==> src/hdl/rgbwc_pkg.sv <==
// Shared constants, types and codes of the RGB window convolution block.
package rgbwc_pkg;

    localparam int MAX_WIDTH  = 2048;
    localparam int MAX_HEIGHT = 4096;
    localparam int RING_ROWS  = 6;
    localparam int GRID       = 5;
    localparam int TAPS       = GRID * GRID;
    localparam int COL_W      = $clog2(MAX_WIDTH);
    localparam int ROW_W      = $clog2(MAX_HEIGHT);
    localparam int ADDR_W     = $clog2(RING_ROWS * MAX_WIDTH);
    localparam int SUM_W      = 22;
    localparam int WSUM_W     = 13;
    localparam int NUM_W      = 21;
    localparam int DEN_W      = 12;

    typedef logic [7:0] t_pixel_chan;
    typedef logic signed [7:0] t_coef;

    typedef enum logic [0:0] {
        OP_PIXEL = 1'b0,
        OP_DRAIN = 1'b1
    } t_op;

    typedef enum logic [2:0] {
        CFG_WIDTH  = 3'd0,
        CFG_HEIGHT = 3'd1,
        CFG_RADIUS = 3'd2,
        CFG_COEF0  = 3'd3,
        CFG_COEF1  = 3'd4,
        CFG_COEF2  = 3'd5,
        CFG_COEF3  = 3'd6
    } t_cfg_index;

    typedef enum logic [4:0] {
        ST_IDLE  = 5'b00001,
        ST_MAC   = 5'b00010,
        ST_FLUSH = 5'b00100,
        ST_DIV   = 5'b01000,
        ST_HOLD  = 5'b10000
    } t_state;

endpackage

==> src/hdl/rgbwc_coef_cell.sv <==
// One coefficient cell of the rotating coefficient chain.
module rgbwc_coef_cell (
    input  logic            i_clk,
    input  logic            i_load,
    input  logic            i_shift,
    input  rgbwc_pkg::t_coef i_load_val,
    input  rgbwc_pkg::t_coef i_next,
    output rgbwc_pkg::t_coef o_val
);
    import rgbwc_pkg::*;

    t_coef r_val;

    always_ff @(posedge i_clk) begin
        if (i_load) begin
            r_val <= i_load_val;
        end else if (i_shift) begin
            r_val <= i_next;
        end
    end

    assign o_val = r_val;
endmodule

==> config.mk <==
export PLATFORM = sky130hd
export DESIGN_NAME = rgbwc_coef_cell
export DESIGN_NICKNAME = d
export VERILOG_FILES = /design/src/hdl/rgbwc_pkg.sv /design/src/hdl/rgbwc_coef_cell.sv
export SDC_FILE = /design/constraint.sdc
export NUM_CORES = 1
export LEC_CHECK = 0
export BUFFER_PORTS_ARGS = -buffer_cell sky130_fd_sc_hd__buf_2
export CORE_AREA = 3 3 40 42
export DETAILED_ROUTE_END_ITERATION = 10
export DIE_AREA = 0 0 43 45
export GPL_ROUTABILITY_DRIVEN = 0
export GPL_TIMING_DRIVEN = 0
export PLACE_DENSITY = 0.6
export SYNTH_ARGS = -nofsm -noshare
export SYNTH_HDL_FRONTEND = slang
export SYNTH_SLANG_ARGS = --single-unit
export TNS_END_PERCENT = 50
==> constraint.sdc <==
create_clock -name i_clk -period 1.93 [get_ports i_clk]
set_input_delay 0.193 -clock i_clk [delete_from_list [all_inputs] [get_ports i_clk]]
set_output_delay 0.193 -clock i_clk [all_outputs]
set_load 0.005 [all_outputs]
==> impl_metrics.csv <==
group,metric,value,unit
run_status,run_status,"completed",
power_and_ir_drop,share_of_total_power_in_the_clock_network,29.2,%
routing,vias,264,
clocking,clock_tree.buffer_depth,2,
floorplanning,ios,27,
power_and_ir_drop,total_switching_power,0.0754,mW
setup_path,cp-start-kind,"register",
power_and_ir_drop,cellLeakagePower,0.267,nW
clocking,cts_inserted_buffers,3,
timing,timing.fmax,1080,MHz
cells_and_area,diodes,0,
global_routing,wire_length_of_the_first_global_routing_pass,993,um
global_routing,gr-total-overflow,0,
synthesis,synth_nets,37,
setup_path,worst_ep_required_time,1.74,ns
synthesis,synth-seq-area-share,63.6,%
synthesis,postSynthAreaPerCell,21.0,um2
routing,drtIter0Drc,1,
power_and_ir_drop,netSwitchingFraction,18.6,%
setup_path,max_stage_delay,0.36,ns
floorplanning,core_area,1280,um2
clocking,cts.clk_slew.worst_paths,0.05,ns
setup_path,cp_num_cells,1,
timing,timing.setup.tns,0,ns
power_and_ir_drop,cellInternalPower,0.330,mW
setup_path,critPathCaptureType,"output port",
floorplanning,dieHeight,45,um
setup_path,crit_family,"flip-flops",
cells_and_area,final_layout_size_suffix_gt1_share,80.4,%
routing,detail_route.drc_violations,0,
floorplanning,placementRows,13,
clocking,cts_tree,"done",
cells_and_area,area_growth,44.0,%
cells_and_area,utilization,42.4,%
timing,setup_viol,0,
timing,timing.final.crit_period,0.927,ns
timing,drv_slew,0,
synthesis,netlist.area_leader.share,63.6,%
setup_path,critical_path.endpoint,"o_val[0]",
synthesis,post_synth_most_frequent_cells,"8 x edfxtp_1, 8 x mux2_4, 1 x buf_6, 1 x or2_1",
routing,drt_pass1_iterations,2,
power_and_ir_drop,cellPowerDensity,745,nW/um2
synthesis,ys_types,4,
setup_path,slowest_stage_cell_crit_path,"edfxtp_1",
synthesis,synth.top_cells.by_area,"edfxtp_1 64%, mux2_4 32%, buf_6 3.0%",
timing,grt_setup_unrepaired,"false",
run,max_cap_viols,0,
floorplanning,floorplan.die.width,43,um
timing,final.period_utilization,48.0,%
global_routing,antenna_found_initial,0,
synthesis,syn_area,378,um2
routing,via_per_inst,4.33,
clocking,ctsResizeCount,0,
global_routing,gr-usage-all-layers,7.68,%
clocking,post-cts-setup-buffer-count,0,
routing,route.detailed.wl_per_inst,11.0,um
setup_path,crit_path_start,"o_val[0]",
min_path,worst_hold_path_type,"input port to register",
synthesis,synth_seq_cells,8,
cells_and_area,largest_register_ffs,8,
clocking,clk_root_buffer_cell,"clkbuf_4",
timing,max_slew.worst_pin.slew,0.304,ns
setup_path,crit_path_max_fanout,1,
timing,relSlewSlack,79.7,%
place,place_ws,0.952,ns
synthesis,async_flop_share,0,%
global_routing,pin_count_of_the_biggest_net_entering_global_routing,10,
clocking,ctsHoldBuffers,0,
setup_path,setup.worst_path.class,"register to output port",
setup_path,path_buf_inv,1,
power_and_ir_drop,seqPwrFrac,53.7,%
routing,final_ant_viol_nets,0,
synthesis,number_of_cells_produced_by_synthesis,18,
clocking,cts.sinks,8,
setup_path,cp_data_arrival_time,0.73,ns
routing,routed_wire_length,671,um
place,numPortBuffers,25,
floorplanning,fp.dieArea,1940,um2
setup_path,path_cells,"buf_2",
clocking,h-tree-depth,1,
cells_and_area,final.fill_count,127,
synthesis,yosys_warnings,0,
timing,final.setup.worst_slack,1.00,ns
global_routing,first_global_vias,269,
floorplanning,initial_utilization,29.4,%
cells_and_area,fin_nets,67,
synthesis,synth_flop_cell,"edfxtp_1",
power_and_ir_drop,comb_power_share,17.1,%
synthesis,synth_enable_flop_cells,8,
timing,hold_viol,0,
power_and_ir_drop,ir_drop,0.256,mV
synthesis,synth_top_cell_by_area,"edfxtp_1",
==> how the worst min path moves through the flow <==
stage / from / endpoint / cells past startpoint
floorplan: i_load_val[0] / o_val[0] / 1
global placement: i_load_val[6] / o_val[6] / 2
detailed placement: i_load_val[7] / o_val[7] / 2
CTS: i_load_val[3] / o_val[3] / 2
global route: i_load_val[2] / o_val[2] / 2
finish: i_next[4] / o_val[4] / 2
==> metrics by stage <==
stage | cell area (um2) | std cells | power, mW | hold slack (ns)
6_report | 544 | 61 | 0.405 | 0.245
5_1_grt | 544 | 61 | 0.427 | 0.243
4_1_cts | 544 | 61 | 0.413 | 0.237
3_5_place_dp | 522 | 58 | 0.292 | 0.496
3_3_place_gp | 522 | 58 | 0.290 | 0.496
2_1_floorplan | 378 | 18 | 0.255 | 0.410
==> power groups by stage <==
stage	sequential [mW]	clock, mW	combinational, mW
after detailed placement	0.221	0	0.0707
final	0.217	0.118	0.0694
after global routing	0.219	0.133	0.0751
after CTS	0.218	0.124	0.0708
after global placement	0.220	0	0.0696
after floorplan	0.225	0	0.0300
==> cell usage in the layout (no fill, tap or decap) <==
cell type / n
buf_6: 1
mux2_4: 8
or2_1: 1
clkbuf_4: 3
buf_2: 25
edfxtp_1: 8
==> cells by family after synthesis <==
| family | count (synthesis) | synth area share [%] |
|---|---|---|
| simple gates | 1 | 1.66 |
| mux | 8 | 31.8 |
| flops | 8 | 63.6 |
| buf+inv | 1 | 2.98 |
==> metal layers <==
metal	global-route usage [%]	part of all wire, %	wire length, um	up-vias
li1	-	-	-	126
met1	7.02	28	186	116
met2	12.3	55	367	18
met3	0.398	12	78	4
met4	12.7	5.7	38	0
met5	0	0	0	-
==> area by class of cell <==
type                    instances  area (um2)  area share, %
flip-flops and latches          8         240           44.1
well taps                      15        18.8           3.45
repair buffers                 25         125           23.0
clock buffers                   3        22.5           4.14
multi-input cells               9         126           23.2
plain buffers                   1        11.3           2.07
Note: power is estimated with default switching activity, not from simulation.
