**src/hdl/rgbwc_pkg.sv**
```systemverilog
// Shared constants, types and codes of the RGB window convolution block.
package rgbwc_pkg;

    localparam int MAX_WIDTH  = 2048;
    localparam int MAX_HEIGHT = 4096;
    localparam int RING_ROWS  = 6;
    localparam int GRID       = 5;
    localparam int TAPS       = GRID * GRID;
    localparam int COL_W      = $clog2(MAX_WIDTH);
    localparam int ROW_W      = $clog2(MAX_HEIGHT);
    localparam int ADDR_W     = $clog2(RING_ROWS * MAX_WIDTH);
    localparam int SUM_W      = 22;
    localparam int WSUM_W     = 13;
    localparam int NUM_W      = 21;
    localparam int DEN_W      = 12;

    typedef logic [7:0] t_pixel_chan;
    typedef logic signed [7:0] t_coef;

    typedef enum logic [0:0] {
        OP_PIXEL = 1'b0,
        OP_DRAIN = 1'b1
    } t_op;

    typedef enum logic [2:0] {
        CFG_WIDTH  = 3'd0,
        CFG_HEIGHT = 3'd1,
        CFG_RADIUS = 3'd2,
        CFG_COEF0  = 3'd3,
        CFG_COEF1  = 3'd4,
        CFG_COEF2  = 3'd5,
        CFG_COEF3  = 3'd6
    } t_cfg_index;

    typedef enum logic [4:0] {
        ST_IDLE  = 5'b00001,
        ST_MAC   = 5'b00010,
        ST_FLUSH = 5'b00100,
        ST_DIV   = 5'b01000,
        ST_HOLD  = 5'b10000
    } t_state;

endpackage

```
**src/hdl/rgbwc_div.sv**
```systemverilog
// Restoring divider giving an 8-bit quotient that saturates at 255.
module rgbwc_div (
    input  logic                            i_clk,
    input  logic                            i_rst_n,
    input  logic                            i_start,
    input  logic [rgbwc_pkg::NUM_W-1:0]     i_num,
    input  logic [rgbwc_pkg::DEN_W-1:0]     i_den,
    output logic [7:0]                      o_quo,
    output logic                            o_done
);
    import rgbwc_pkg::*;

    logic [DEN_W-1:0] r_rem;
    logic [DEN_W-1:0] r_den;
    logic [7:0]       r_low;
    logic [7:0]       r_q;
    logic             r_sat;
    logic [3:0]       r_cnt;
    logic             r_busy;
    logic             r_done;
    logic [DEN_W:0]   w_trial;

    assign w_trial = {r_rem, r_low[7]};

    always_ff @(posedge i_clk) begin
        if (!i_rst_n) begin
            r_busy <= 1'b0;
            r_done <= 1'b0;
            r_cnt  <= '0;
        end else begin
            r_done <= 1'b0;
            if (i_start) begin
                r_busy <= 1'b1;
                r_cnt  <= 4'd8;
            end else if (r_busy) begin
                r_cnt <= r_cnt - 4'd1;
                if (r_cnt == 4'd1) begin
                    r_busy <= 1'b0;
                    r_done <= 1'b1;
                end
            end
        end
    end

    always_ff @(posedge i_clk) begin
        if (i_start) begin
            r_sat <= i_num >= {1'b0, i_den, 8'd0};
            r_rem <= i_num[DEN_W+7:8];
            r_low <= i_num[7:0];
            r_den <= i_den;
            r_q   <= '0;
        end else if (r_busy) begin
            r_low <= {r_low[6:0], 1'b0};
            if (w_trial >= {1'b0, r_den}) begin
                r_rem <= DEN_W'(w_trial - {1'b0, r_den});
                r_q   <= {r_q[6:0], 1'b1};
            end else begin
                r_rem <= w_trial[DEN_W-1:0];
                r_q   <= {r_q[6:0], 1'b0};
            end
        end
    end

    assign o_quo  = r_sat ? 8'd255 : r_q;
    assign o_done = r_done;
endmodule

```
**config.mk**
```make
export PLATFORM = sky130hd
export DESIGN_NAME = rgbwc_div
export DESIGN_NICKNAME = d
export VERILOG_FILES = /design/src/hdl/rgbwc_pkg.sv /design/src/hdl/rgbwc_div.sv
export SDC_FILE = /design/constraint.sdc
export NUM_CORES = 1
export LEC_CHECK = 0
export BUFFER_PORTS_ARGS = -buffer_cell sky130_fd_sc_hd__buf_2
export CAP_MARGIN = 0
export CORE_MARGIN = 4
export CORE_UTILIZATION = 35
export CTS_BUF_LIST = sky130_fd_sc_hd__clkbuf_4
export CTS_CLUSTER_SIZE = 16
export DETAILED_ROUTE_END_ITERATION = 10
export HOLD_SLACK_MARGIN = 0.03
export PLACE_DENSITY_LB_ADDON = 0.25
export SLEW_MARGIN = 20
export SYNTH_ARGS = -nofsm -noshare
export SYNTH_HDL_FRONTEND = slang
export SYNTH_SLANG_ARGS = --single-unit
```
**constraint.sdc**
```tcl
create_clock -name i_clk -period 2.99 [get_ports i_clk]
set_input_delay 0.1495 -clock i_clk [delete_from_list [all_inputs] [get_ports i_clk]]
set_output_delay 0.1495 -clock i_clk [all_outputs]
set_load 0.1 [all_outputs]
```
==> flow_summary.json <==
{
  "layout_commonest_cell": "buf_2",
  "antenna_cells": 0,
  "die_w_um": 98.4,
  "required_ns": 3.10,
  "yosysWarnings": 0,
  "drt_iter0_markers": 132,
  "wl_mm": 6.25,
  "cts_buffer_depth": 2,
  "syn2layout_area_growth_pct": 18.3,
  "setup_tns_ns": 0,
  "grt_pass1_wl_mm": 10.4,
  "status": "finished, final reports clean",
  "core_mm2": 0.00785,
  "crit_start": "r_rem[5]",
  "fmax_mhz": 422,
  "layout.nets": 399,
  "p_leak_nw": 1.50,
  "min-delay-start": "i_num[20]",
  "cts_tree": "built",
  "slew_headroom_pct": 58.1,
  "clk_pin_slew_worst_paths_ns": 0.15,
  "ys_types": 48,
  "vias_per_cell": 4.91,
  "grt_pass1_vias": 2173,
  "syn_nets": 338,
  "synth_cells": 275,
  "crit_path_start_kind": "flip-flop",
  "ys_seq_elements": 47,
  "hp-class": "primary input to flip-flop",
  "arrival_ns": 2.48,
  "ir_worst_vdd_mv": 0.273,
  "finalSetupViolations": 0,
  "yosysSeqAreaShare_pct": 44.5,
  "hold_violations": 0,
  "gp_routability_congestion": 0.913,
  "ys.flop_type": "edfxtp_1",
  "path_cells": "ha_1, a21oi_2, o21ai_2, a2111oi_4, nand2_4, mux2i_1, o21ai_0",
  "cap_violations": 0,
  "postCtsSetupBuffers": 0,
  "start_util_pct": 36.4,
  "cts.sinks": 47,
  "criticalPathCategory": "flip-flop to flip-flop",
  "synth_edf_count": 33,
  "port_buffers": 44,
  "layout_common_cells": "44 x buf_2, 33 x edfxtp_1, 30 x inv_1",
  "final.period_utilization_pct": 79.2,
  "antenna_found_initial": 0,
  "grt_max_degree": 43,
  "tightest_slew_ns": 0.628,
  "hold-path-cell-count": 3,
  "grt_usage_pct": 13.4,
  "skew_ns": 0.0164,
  "ff2ff_path_depth": 7,
  "synth-async-reset-ratio_pct": 0,
  "hpwl_mm": 4.68,
  "ios": 45,
  "wl_per_cell_um": 14.2,
  "reg2reg_from": "r_rem[5]",
  "dr.pass1.iters": 4,
  "rsz0062_at_grt": "no",
  "overflow": 0,
  "critPathMaxStageDelay_ns": 0.43,
  "drtAntennaViolNets": 0,
  "critPathMaxFanout": 15,
  "vias": 2154,
  "p_per_area_mw_per_mm2": 585,
  "hold_slack_ns": 0.0895,
  "cp-end-kind": "flip-flop",
  "utilization_pct": 43.1,
  "synth_area_per_cell_um2": 10.4,
  "drc": 0,
  "clock_latency_ns": 0.37,
  "die-area_mm2": 0.00967,
  "cts_root_buf": "clkbuf_4",
  "slew_violations": 0,
  "fin_crit_ns": 2.37,
  "slowest_stage": "edfxtp_1",
  "cts_buffers": 5,
  "h-tree-depth": 2,
  "synthesis.area_mm2": 0.00286,
  "drive_gt1_share_pct": 23.1,
  "rows": 32,
  "fp.dieH_um": 98.4
}
==> timing repair <==
item | CTS | global route
resized for setup | 0 | 0
setup endpoints to repair | 0 | 0
hold buffers | 13 | 0
hold endpoints to repair | 14 | 0
==> Yosys cell counts (2+ instances only) <==
| library cell | n | area (µm²) |
|---|---|---|
| edfxtp_1 | 33 | 991 |
| inv_1 | 30 | 113 |
| ha_1 | 26 | 325 |
| nor2_1 | 24 | 90.1 |
| nand2_1 | 16 | 60.1 |
| a21oi_1 | 15 | 75.1 |
| dfxtp_1 | 14 | 280 |
| mux2i_1 | 13 | 130 |
| o21ai_0 | 9 | 45.0 |
| or2_2 | 8 | 50.1 |
| mux2_2 | 7 | 78.8 |
| xnor2_1 | 6 | 52.6 |
| xor2_1 | 6 | 52.6 |
| a21o_1 | 5 | 37.5 |
| nand3_1 | 5 | 25.0 |
| nor3_1 | 5 | 25.0 |
| a31oi_1 | 4 | 25.0 |
| clkbuf_1 | 4 | 15.0 |
| nor2b_1 | 4 | 25.0 |
| a21boi_0 | 3 | 22.5 |
| and2_1 | 3 | 18.8 |
| a211oi_1 | 2 | 15.0 |
| a21oi_2 | 2 | 17.5 |
| a221o_1 | 2 | 20.0 |
| nand4_1 | 2 | 12.5 |
| nor3b_1 | 2 | 15.0 |
| nor4b_1 | 2 | 17.5 |
| o21a_1 | 2 | 15.0 |
| or3_1 | 2 | 12.5 |
==> logic make-up (layout without fill, tap and decap cells) <==
family	count (synthesis)	count (layout)	synth area share, %
compound gates	55	55	13.8
simple gates	77	77	13.5
xor+xnor	12	12	3.68
flops	47	47	44.5
mux	20	20	7.31
buf+inv	37	99	5.12
fa+ha+maj	27	27	12.1
==> flip-flops by register name, summed over array words and instances, names as in the netlist <==
signal  cells
r_sat       1
o_done      1
r_q         8
r_busy      1
r_low       8
r_rem      12
r_cnt       4
r_den      12
==> path summary, 6_finish.rpt <==
check,end,slack (ns)
max,r_rem[1],0.62
max reg2reg,r_rem[1],0.62
min reg2reg,r_q[0],0.51
min,r_sat,0.09
==> critical path: cells and delay by family (launching register included) <==
family / cells / cell delay [ns]
compound gates: 4 / 0.83
flops: 1 / 0.43
mux: 1 / 0.20
simple gates: 1 / 0.23
fa+ha+maj: 1 / 0.40
==> stage by stage <==
stage | cell area (µm²) | total power [mW] | worst slack [ns] | cells
finish | 3380 | 1.98 | 0.622 | 439
global route | 3380 | 2.12 | 0.476 | 439
CTS | 3380 | 2.00 | 0.625 | 439
floorplan | 2860 | 1.51 | 0.820 | 275
detailed placement | 3200 | 1.67 | 0.631 | 418
global placement | 3200 | 1.67 | 0.684 | 418
==> routing by layer <==
metal	track usage, %	vias to the layer above	share of wire, %
met1	17.6	1008	47
li1	-	1097	-
met4	3.47	0	1.2
met2	22.4	43	48
met5	0	-	0
met3	2.79	6	4.1
==> where the power goes <==
group          internal (mW)  leakage, nW  switching [mW]
Sequential             0.799        0.443          0.0489
Combinational          0.342         1.02           0.482
Clock                 0.0987       0.0358           0.209
==> area by class of cell <==
type / instances / area, µm²
repair buffers: 60 / 373
inverters: 31 / 116
clock buffers: 6 / 45.0
flip-flops and latches: 47 / 1270
fillers: 807 / 4470
clock inverters: 2 / 8.76
well taps: 102 / 128
multi-input cells: 191 / 1440
(Power assumes the default switching activity.)
