==> src/hdl/rgbwc_pkg.sv <==
// Shared constants, types and codes of the RGB window convolution block.
package rgbwc_pkg;

    localparam int MAX_WIDTH  = 2048;
    localparam int MAX_HEIGHT = 4096;
    localparam int RING_ROWS  = 6;
    localparam int GRID       = 5;
    localparam int TAPS       = GRID * GRID;
    localparam int COL_W      = $clog2(MAX_WIDTH);
    localparam int ROW_W      = $clog2(MAX_HEIGHT);
    localparam int ADDR_W     = $clog2(RING_ROWS * MAX_WIDTH);
    localparam int SUM_W      = 22;
    localparam int WSUM_W     = 13;
    localparam int NUM_W      = 21;
    localparam int DEN_W      = 12;

    typedef logic [7:0] t_pixel_chan;
    typedef logic signed [7:0] t_coef;

    typedef enum logic [0:0] {
        OP_PIXEL = 1'b0,
        OP_DRAIN = 1'b1
    } t_op;

    typedef enum logic [2:0] {
        CFG_WIDTH  = 3'd0,
        CFG_HEIGHT = 3'd1,
        CFG_RADIUS = 3'd2,
        CFG_COEF0  = 3'd3,
        CFG_COEF1  = 3'd4,
        CFG_COEF2  = 3'd5,
        CFG_COEF3  = 3'd6
    } t_cfg_index;

    typedef enum logic [4:0] {
        ST_IDLE  = 5'b00001,
        ST_MAC   = 5'b00010,
        ST_FLUSH = 5'b00100,
        ST_DIV   = 5'b01000,
        ST_HOLD  = 5'b10000
    } t_state;

endpackage

==> src/hdl/rgbwc_mac.sv <==
// Three-channel multiply-accumulate unit with coefficient sum.
module rgbwc_mac (
    input  logic                                 i_clk,
    input  logic                                 i_clear,
    input  logic                                 i_vld,
    input  logic [23:0]                          i_pix,
    input  rgbwc_pkg::t_coef                     i_coef,
    output logic signed [rgbwc_pkg::SUM_W-1:0]   o_sum_b,
    output logic signed [rgbwc_pkg::SUM_W-1:0]   o_sum_g,
    output logic signed [rgbwc_pkg::SUM_W-1:0]   o_sum_r,
    output logic signed [rgbwc_pkg::WSUM_W-1:0]  o_wsum
);
    import rgbwc_pkg::*;

    logic signed [SUM_W-1:0]  r_sum_b, r_sum_g, r_sum_r;
    logic signed [WSUM_W-1:0] r_wsum;
    logic signed [16:0]       w_pb, w_pg, w_pr;

    assign w_pb = $signed({1'b0, i_pix[7:0]}) * i_coef;
    assign w_pg = $signed({1'b0, i_pix[15:8]}) * i_coef;
    assign w_pr = $signed({1'b0, i_pix[23:16]}) * i_coef;

    always_ff @(posedge i_clk) begin
        if (i_clear) begin
            r_sum_b <= '0;
            r_sum_g <= '0;
            r_sum_r <= '0;
            r_wsum  <= '0;
        end else if (i_vld) begin
            r_sum_b <= r_sum_b + SUM_W'(w_pb);
            r_sum_g <= r_sum_g + SUM_W'(w_pg);
            r_sum_r <= r_sum_r + SUM_W'(w_pr);
            r_wsum  <= r_wsum + WSUM_W'(i_coef);
        end
    end

    assign o_sum_b = r_sum_b;
    assign o_sum_g = r_sum_g;
    assign o_sum_r = r_sum_r;
    assign o_wsum  = r_wsum;
endmodule

==> config.mk <==
export PLATFORM = sky130hd
export DESIGN_NAME = rgbwc_mac
export DESIGN_NICKNAME = d
export VERILOG_FILES = /design/src/hdl/rgbwc_pkg.sv /design/src/hdl/rgbwc_mac.sv
export SDC_FILE = /design/constraint.sdc
export NUM_CORES = 1
export LEC_CHECK = 0
export BUFFER_PORTS_ARGS = -buffer_cell sky130_fd_sc_hd__buf_4
export CORE_MARGIN = 8
export CORE_UTILIZATION = 30
export DETAILED_ROUTE_END_ITERATION = 8
export SLEW_MARGIN = 25
export SYNTH_ARGS = -nofsm -noshare
export SYNTH_HDL_FRONTEND = slang
export SYNTH_SLANG_ARGS = --single-unit
==> constraint.sdc <==
create_clock -name i_clk -period 6.65 [get_ports i_clk]
set_input_delay 0.665 -clock i_clk [delete_from_list [all_inputs] [get_ports i_clk]]
set_output_delay 0.665 -clock i_clk [all_outputs]
set_load 0.02 [all_outputs]
==> flow_summary.toml, run 1 <==
[die]
start_util_pct = 30.2
die-width_um = 221
num_rows = 75
die-area_um2 = 48700
core_um2 = 41700
io_pins = 114
fp.dieH_um = 221

[timing]
worst_pin_slew_ns = 0.873
fin_crit_sh_pct = 84.1
clock_skew_ns = 0.0119
maxSlewHeadroom_pct = 41.8
finalSetupViolCount = 0
fmax_mhz = 179
grt_setup_unrepaired = "no"
min_period_ns = 5.60
finalWorstSetupSlack_ns = 1.05
drv_slew = 0
hold_viol_final = 0
tns_ns = 0

[setup_path]
r2r_start = "o_sum_r[6]$_SDFFE_PP0P_"
cp-start-kind = "primary input"
cp_slowest_cell = "fa_1"
crit_fanout = 15
cpPeakStageDelay_ns = 0.62
end_kind = "register"
cp_top_family = "adder cells"
cp_cell_sequence = "buf_4 > inv_1 > fa_1 > inv_1 > fa_1 > fa_1 > fa_1 > fa_1 > ha_1 > a21o_1 > a21oi_2 > a21oi_2 > nor3b_2 > nor4b_4 > and3_2 > or4_1"
cpMostUsedCell = "fa_1"
ff2ff_setup_slack_ns = 1.48
path_depth = 16
reg2reg_depth = 17
startpoint = "i_coef[7]"
endpoint = "o_sum_r[21]$_SDFFE_PP0P_"
required_ns = 6.89
arrival_ns = 5.84
reg2reg_to = "o_sum_r[21]$_SDFFE_PP0P_"
cp.buffers_inverters = 3
crit_type = "primary input to register"

[cts]
cts.hold.buffers_added = 0
cts_resized = 0
cts_max_level = 3
cts_setup_buffers = 0
insertion_delay_ns = 0.37
cts_tree = "done"
cts_root_buffer = "clkbuf_16"
clockBufferDepth = 2
numCtsBuffers = 9
clkTransAtPathRegs_ns = 0.07
cts_sinks = 79

[worst_hold_path]
min_path_type = "register to register"

[synthesis]
synth_edf_count = 0
synth_top_area_share_pct = 24.7
synthCells = 1420
ys_ff_latch = 79
syn_area_per_cell_um2 = 8.86
synthesis.area_um2 = 12600
syn_nets = 1826
ys_top_cells_by_area = "fa_1 (25%), ha_1 (21%), dfxtp_1 (13%)"
synth_flop_cell = "dfxtp_1"
ys_seq_area_share_pct = 12.6
synth_area_leader_cell = "fa_1"
postSynth.asyncResetShare_pct = 0
synthDistinctLibCells = 70
ys_warn_count = 0

[cells_and_area]
fillers = 4377
num_antenna_cells = 0
synthToLayoutAreaGrowth_pct = 13.2
layout-drive-gt1-share_pct = 9.75
nets = 1908

[placed_design]
dp.final_hpwl_um = 27400
port_buffers = 113
gp_congestion = 0.850
pre_cts_ws_ns = 0.683

[global_routing]
use_met3_pct = 3.85
overflow = 0
grt_pass1_wl_um = 56500
grt.busiest_layer = "met2"
antenna_found_initial = 0
use_met1_pct = 19.6
grtUsageTotal_pct = 14.7
grt_util_met2_pct = 23.1
grt_pass1_vias = 10400
grt_max_degree = 69

[status]
status = "finished clean"

[pwr]
power_density_nw_per_um2 = 446
ir_worst_vdd_v = 0.000253
leakagePower_nw = 7.39

[job]
cap_violations = 0

[drt]
drc = 0
drt-initial-drc-count = 610
via_count = 10000
wl_per_cell_um = 16.8
detail_route.vias_per_cell = 4.90
routed_wl_um = 34300
antenna_left = 0
dr.pass1.iters = 5
## state kept, by name (all words and copies together), names as in the netlist
signal   cells
o_sum_r     22
o_wsum      13
o_sum_b     22
o_sum_g     22
## worst min-delay path: stages, from the launching register on
cell and delay, ns:
dfxtp_1 0.33, nand2_1 0.06, o21ai_1 0.05
## final cells by class
class | count | area [µm²] | area share [%]
repair buffers | 118 | 886 | 6.22
clock buffers | 10 | 239 | 1.68
well taps | 539 | 674 | 4.74
inverters | 207 | 777 | 5.46
clock inverters | 6 | 60.1 | 0.422
flip-flops and latches | 79 | 1580 | 11.1
multi-input cells | 1087 | 10000 | 70.4
## through the flow
step / utilization, % / hold WS (ns) / std cells / total power (W) / instance area [µm²]
2_1_floorplan: - / 0.539 / 1420 / 0.00452 / 12600
3_3_place_gp: 33.5 / 0.472 / 2030 / 0.00572 / 13900
3_5_place_dp: 33.5 / 0.474 / 2030 / 0.00580 / 13900
4_1_cts: 34.2 / 0.486 / 2046 / 0.00641 / 14200
5_1_grt: 34.2 / 0.526 / 2046 / 0.00711 / 14200
6_report: 34.2 / 0.481 / 2046 / 0.00635 / 14200
## cell families after synthesis
kind of cell / count (synthesis) / synth area share (%)
simple gates: 424 / 16.6
fa+ha+maj: 371 / 46.1
buf+inv: 254 / 7.75
compound gates: 198 / 9.99
flops: 79 / 12.6
xor+xnor: 52 / 3.62
mux: 42 / 3.36
## how the worst min path moves through the flow
stage                              from                       end  slack [ns]  cells after the start
3_5_place_dp   o_sum_g[19]$_SDFFE_PP0P_  o_sum_g[19]$_SDFFE_PP0P_        0.47                      2
4_1_cts        o_sum_g[19]$_SDFFE_PP0P_  o_sum_g[19]$_SDFFE_PP0P_        0.49                      2
2_1_floorplan  o_sum_g[20]$_SDFFE_PP0P_  o_sum_g[20]$_SDFFE_PP0P_        0.54                      2
6_report       o_sum_g[19]$_SDFFE_PP0P_  o_sum_g[19]$_SDFFE_PP0P_        0.48                      2
5_1_grt         o_wsum[10]$_SDFFE_PP0P_   o_wsum[10]$_SDFFE_PP0P_        0.53                      2
3_3_place_gp     o_wsum[4]$_SDFFE_PP0P_    o_wsum[4]$_SDFFE_PP0P_        0.47                      2
## where the power goes
part	switching, W	internal [W]
registers	0.000153	0.000625
logic	0.00290	0.00213
clock network	0.000239	0.000300
total	0.00329	0.00305
## routing by layer
layer / up-vias / wire length, µm
met4: 0 / 696
met3: 35 / 2420
met1: 4936 / 16000
li1: 4836 / -
met2: 227 / 15200
met5: - / 0
## Yosys cell counts (20+ instances only)
cell type and count:
xnor2_1 33, a211oi_1 20, a21oi_1 62, mux2i_1 40, fa_1 155, and2_1 86
nand2_1 136, ha_1 216, clkbuf_1 36, o21ai_1 23, a21o_1 26, nor2_1 100
dfxtp_1 79, inv_1 205
## cell usage in the layout, fill, tap and decap left out, types with 5 or more instances in the layout
cell type / instances
a211oi_1: 20
a21o_1: 26
a21oi_1: 62
a31oi_1: 7
and2_1: 86
buf_4: 118
clkbuf_16: 9
dfxtp_1: 79
fa_1: 155
ha_1: 216
inv_1: 205
mux2i_1: 40
nand2_1: 136
nand2b_1: 18
nand3_1: 19
nand4_1: 7
nor2_1: 100
nor2b_1: 7
nor3_1: 16
o211ai_1: 5
o21ai_0: 15
o21ai_1: 23
o22ai_1: 6
o31ai_1: 5
xnor2_1: 33
xor2_1: 19
No activity file was read; power rests on OpenSTA's default activity.
==> run 2, diff against run 1 <==
- ABC_AREA: not set -> 1
- clock period: 6.65 -> 4.88 ns (I/O delays scaled with it)
==> run 2 against run 1 <==
Sequential power is 26% higher. Synthesized cell count is 32% higher. Register-to-register slack worse by 1.0 ns. Global-route usage is 0.093 points lower. Largest power group unchanged. Design area is 7.0% higher. Clock skew is 0.0066 ns lower.
==> flow_summary.toml, run 2 <==
[status]
status = "finished clean"

[placed_design]
pre_cts_ws_ns = -0.0254
gp_congestion = 0.866
dp.final_hpwl_um = 29300
placed_cell_area_um2 = 14900
port_buffers = 113
dp.cells = 2538

[drt]
drc = 0
drt-initial-drc-count = 720
dr.pass1.iters = 5
wl_per_cell_um = 14.1
detail_route.vias_per_cell = 4.50
via_count = 11500
antenna_left = 0
routed_wl_um = 36000

[die]
core_um2 = 44100
num_rows = 77
fp.dieH_um = 227
start_util_pct = 30.3
die-width_um = 227
die-area_um2 = 51600
io_pins = 114

[cells_and_area]
design_area_um2 = 15200
final_common_cell = "nand2_1"
num_antenna_cells = 0
synthToLayoutAreaGrowth_pct = 13.8
layout_common_cells = "nand2_1 (435), inv_1 (429), ha_1 (216)"
fin_cells = 2554
final_util_pct = 34.5
nets = 2363
layout-drive-gt1-share_pct = 9.23

[pwr]
combPwrFrac_pct = 80.7
sw_frac_of_total_pct = 54.0
internal_power_w = 0.00416
p_seq_share_pct = 10.9
p_sw_w = 0.00488
power_density_nw_per_um2 = 593
pwr-share-clk_pct = 8.4
leakagePower_nw = 9.29
ir_worst_vdd_v = 0.000403

[cts]
insertion_delay_ns = 0.38
clockBufferDepth = 2
cts.hold.buffers_added = 0
cts_max_level = 3
cts_tree = "done"
cts_root_buffer = "clkbuf_16"
numCtsBuffers = 9
cts_setup_buffers = 0
clkTransAtPathRegs_ns = 0.07
cts_sinks = 79
cts_resized = 0

[timing]
drv_slew = 0
fmax_mhz = 221
finalWorstSetupSlack_ns = 0.359
grt_setup_unrepaired = "no"
finalSetupViolCount = 0
hold_viol_final = 0
fin_crit_sh_pct = 92.6
min_period_ns = 4.52
worst_pin_slew_ns = 1.00
hold_ws_ns = 0.506
maxSlewHeadroom_pct = 33.4
clock_skew_ns = 0.00529

[setup_path]
reg2reg_to = "o_sum_g[18]$_SDFFE_PP0P_"
reg2reg_depth = 18
end_kind = "register"
required_ns = 5.16
crit_type = "primary input to register"
arrival_ns = 4.80
ff2ff_setup_slack_ns = 0.48
crit_fanout = 18
r2r_start = "o_sum_g[6]$_SDFFE_PP0P_"
cp-start-kind = "primary input"

[worst_hold_path]
hold_depth = 2
holdPathEnd = "o_wsum[12]$_SDFFE_PP0P_"
min_path_type = "register to register"
hp-start = "o_wsum[12]$_SDFFE_PP0P_"

[synthesis]
synthesis.area_um2 = 13400
syn_nets = 2276
ys_ff_latch = 79
synth_flop_cell = "dfxtp_1"
postSynth.asyncResetShare_pct = 0
synth_edf_count = 0
ys_warn_count = 0
synthCells = 1870
syn_area_per_cell_um2 = 7.16
synth_top_area_share_pct = 23.2
synth.most_common_cell = "nand2_1"
netlist_top_cells_count = "nand2_1 (435), inv_1 (430), ha_1 (216), nor2_1 (164), fa_1 (155)"
synth_area_leader_cell = "fa_1"
ys_seq_area_share_pct = 11.8
synthDistinctLibCells = 30
ys_top_cells_by_area = "fa_1 (23%), ha_1 (20%), nand2_1 (12%)"

[global_routing]
grt_pass1_vias = 11700
antenna_found_initial = 1
overflow = 0
grt_max_degree = 56
grt_pass1_wl_um = 60300
grtUsageTotal_pct = 14.6

[job]
cap_violations = 0
[run 2: cell types whose count changed after synthesis, sizes merged, moves of 10 or more]
cell	previous run	this run
a211oi	20	0
a21o	26	7
a21oi	64	83
and2	87	7
clkbuf	36	54
inv	206	431
mux2i	40	0
nand2	137	438
nand2b	18	0
nand3	19	90
nor2	100	164
nor3	16	6
o21ai	38	67
xnor2	33	12
[run 2: metrics by stage]
| stage | power [W] | setup TNS, ns |
|---|---|---|
| after floorplan | 0.00632 | 0 |
| after global placement | 0.00826 | 0 |
| after detailed placement | 0.00831 | -0.0975 |
| after CTS | 0.00916 | 0 |
| after global routing | 0.0103 | 0 |
| final | 0.00904 | 0 |
[run 2: area by class of cell]
cell class,count,area (µm²)
clock inverters,7,80.1
clock buffers,9,225
well taps,592,741
repair buffers,143,1090
multi-input cells,1293,9900
flip-flops and latches,79,1580
inverters,431,1620
fillers,4763,28900
[run 2: cells by family after synthesis]
kind of cell | Yosys count | synth area share, %
xor gates and xnor gates | 33 | 2.16
and+or+nand+nor | 725 | 22.0
buffers and inverters | 498 | 14.2
DFF | 79 | 11.8
AOI/OAI and AO/OA | 164 | 6.43
adders and majority gates | 371 | 43.4
[run 2: worst max-delay path: stages]
cell and delay [ns]:
buf_4 0.09, inv_1 0.06, buf_12 0.16, or2_2 0.29, fa_1 0.46, fa_1 0.51
inv_1 0.05, fa_1 0.44, fa_1 0.51, fa_1 0.41, ha_1 0.34, a21oi_1 0.28
a21oi_1 0.14, o21ai_0 0.24, nand2_1 0.08, nand2_1 0.06, nand3_1 0.06, nand2_1 0.07
inv_1 0.03
[run 2: worst max-delay path by stage]
stage          startpoint                  endpoint  cells past startpoint
2_1_floorplan   i_coef[7]  o_sum_g[20]$_SDFFE_PP0P_                     20
3_3_place_gp    i_coef[7]  o_sum_r[18]$_SDFFE_PP0P_                     19
3_5_place_dp    i_coef[7]  o_sum_g[18]$_SDFFE_PP0P_                     19
4_1_cts         i_coef[7]  o_sum_g[20]$_SDFFE_PP0P_                     21
5_1_grt         i_coef[7]  o_sum_b[17]$_SDFFE_PP0P_                     23
6_report        i_coef[7]  o_sum_g[18]$_SDFFE_PP0P_                     19
[run 2: power groups by stage]
stage	sequential [W]	clock (W)	combinational, W
2_1_floorplan	0.00115	0	0.00517
3_3_place_gp	0.000996	0	0.00726
3_5_place_dp	0.000999	0	0.00732
4_1_cts	0.000988	0.000800	0.00738
5_1_grt	0.00101	0.000813	0.00850
6_report	0.000981	0.000761	0.00730
[run 2: per-layer routing]
layer  global-route usage (%)  part of all wire [%]  up-vias
met1                     19.9                    48     5372
met5                        0                 0.036        -
met4                     4.76                   2.0        2
met3                     3.72                   7.5       34
li1                         -                     -     5830
met2                     22.3                    42      250
==> run 3, diff against run 2 <==
==> constraint.sdc (replaced) <==
create_clock -name i_clk -period 4.88 [get_ports i_clk]
set_input_delay 0.244 -clock i_clk [delete_from_list [all_inputs] [get_ports i_clk]]
set_output_delay 0.244 -clock i_clk [all_outputs]
set_load 0.02 [all_outputs]
==> run 3 against run 2 <==
Die area unchanged. Sequential power about the same. First-iteration DRC count down 2.1%. Clock-buffer cell count unchanged. Sequential cell count unchanged. Clock power up 2.6%. Critical path depth up 1. Design area down 1.1%. Worst hold slack worse by 0.14 ns. Worst setup slack better by 0.060 ns. Register-to-register slack worse by 0.06 ns. Largest power group unchanged.
==> flow_summary.toml, run 3 (synthesis gave the netlist of run 2 again) <==
[die]
start_util_pct = 30.3
die-area_um2 = 51600
fp.dieH_um = 227
num_rows = 77
core_um2 = 44100
io_pins = 114
die-width_um = 227

[cells_and_area]
final_util_pct = 34.1
synthToLayoutAreaGrowth_pct = 12.6
final_common_cell = "nand2_1"
layout-drive-gt1-share_pct = 8.10
fillers = 4801
nets = 2340
fin_cells = 2531
num_antenna_cells = 0
layout_common_cells = "nand2_1 (435), inv_1 (430), ha_1 (216)"

[drt]
antenna_left = 0
drt-initial-drc-count = 705
wl_per_cell_um = 14.3
dr.pass1.iters = 6
routed_wl_um = 36100
via_count = 11600
detail_route.vias_per_cell = 4.58
drc = 0

[cts]
cts_sinks = 79
cts_max_level = 3
cts_resized = 0
clockBufferDepth = 2
cts_setup_buffers = 0
cts.hold.buffers_added = 0
cts_root_buffer = "clkbuf_16"
numCtsBuffers = 9
cts_tree = "done"
clkTransAtPathRegs_ns = 0.08
insertion_delay_ns = 0.38

[global_routing]
grt_max_degree = 60
overflow = 0
grtUsageTotal_pct = 14.6
grt_pass1_wl_um = 60400
grt_pass1_vias = 11600
antenna_found_initial = 1

[setup_path]
cp.buffers_inverters = 5
cp_top_family = "adder cells"
end_kind = "register"
required_ns = 5.17
reg2reg_depth = 20
reg2reg_to = "o_sum_g[20]$_SDFFE_PP0P_"
cp_slowest_cell = "fa_1"
cpPeakStageDelay_ns = 0.53
crit_fanout = 5
crit_type = "register to register"
cp_cell_sequence = "inv_1 > fa_1 > inv_1 > fa_1 > inv_1 > fa_1 > inv_1 > fa_1 > fa_1 > ha_1 > a21oi_1 > nand2_1 > nand2_2 > nand2_2 > nand2_1 > nand2_1 > nand2_1 > nand3_1 > nand2_1 > inv_1"
path_depth = 20
cp-start-kind = "register"
arrival_ns = 4.75
ff2ff_setup_slack_ns = 0.42
r2r_start = "o_sum_g[6]$_SDFFE_PP0P_"

[worst_hold_path]
holdPathEnd = "o_sum_r[16]$_SDFFE_PP0P_"
hp-start = "i_vld"
hold_depth = 4
min_path_type = "primary input to register"

[placed_design]
dp.cells = 2515
gp_congestion = 0.866
dp.final_hpwl_um = 28900
port_buffers = 113

[timing]
hold_ws_ns = 0.362
drv_slew = 0
fin_crit_sh_pct = 91.4
grt_setup_unrepaired = "no"
finalSetupViolCount = 0
maxSlewHeadroom_pct = 49.3
fmax_mhz = 224
hold_viol_final = 0
worst_pin_slew_ns = 0.760
min_period_ns = 4.46
tns_ns = 0
clock_skew_ns = 0.00995

[pwr]
ir_worst_vdd_v = 0.000370
sw_frac_of_total_pct = 55.4
p_sw_w = 0.00491
power_density_nw_per_um2 = 589
report.power.total_w = 0.00887
leakagePower_nw = 9.19
combPwrFrac_pct = 80.1
internal_power_w = 0.00396
p_seq_share_pct = 11.0
pwr-share-clk_pct = 8.8

[status]
status = "finished clean"

[job]
cap_violations = 0
run 3: changes by cell type in the layout (fill, tap and decap cells not counted), sizes merged:
cell	before	now
inv	434	436
buf	143	120
clkinvlp	2	0
run 3: how the worst max path moves through the flow:
stage                                 start                  endpoint  slack [ns]
floorplan                         i_coef[7]  o_sum_g[20]$_SDFFE_PP0P_        0.33
global placement                  i_coef[7]  o_sum_g[16]$_SDFFE_PP0P_        0.19
detailed placement                i_coef[7]  o_sum_g[20]$_SDFFE_PP0P_        0.14
CTS                 o_sum_g[6]$_SDFFE_PP0P_  o_sum_g[20]$_SDFFE_PP0P_        0.41
global route        o_sum_g[6]$_SDFFE_PP0P_  o_sum_g[16]$_SDFFE_PP0P_        0.10
finish              o_sum_g[6]$_SDFFE_PP0P_  o_sum_g[20]$_SDFFE_PP0P_        0.42
run 3: stage by stage:
step,area (µm²),setup slack [ns]
2_1_floorplan,13400,0.332
5_1_grt,15100,0.102
3_3_place_gp,14800,0.187
4_1_cts,15100,0.409
6_report,15100,0.419
3_5_place_dp,14800,0.138
run 3: power by group through the flow:
stage                     registers [W]  logic [W]  clock network, W
after CTS                      0.000985    0.00715          0.000812
after detailed placement       0.000996    0.00707                 0
final                          0.000980    0.00711          0.000781
after floorplan                 0.00115    0.00517                 0
after global placement         0.000994    0.00698                 0
after global routing            0.00101    0.00830          0.000838
run 3: cell type report:
type	instances	area, µm²	share of cell area (%)
clock buffers	9	225	1.49
clock inverters	7	85.1	0.565
inverters	431	1620	10.7
multi-input cells	1293	9900	65.7
flip-flops and latches	79	1580	10.5
well taps	592	741	4.92
repair buffers	120	913	6.06
run 3: per-layer routing:
metal | part of all wire, % | track usage, % | vias up
met4 | 1.6 | 3.85 | 2
met5 | 0.036 | 0 | -
li1 | - | - | 5780
met1 | 48 | 20.3 | 5512
met2 | 42 | 22.0 | 269
met3 | 8.4 | 4.19 | 30
run 3: worst reg2reg max path: cells and delay by family (launching register included):
kind | cells | cell delay [ns]
AO/OA/AOI/OAI | 1 | 0.32
AND/OR/NAND/NOR | 8 | 0.68
buffers and inverters | 5 | 0.28
flip-flops | 1 | 0.34
adder cells (fa/ha/maj) | 6 | 2.76
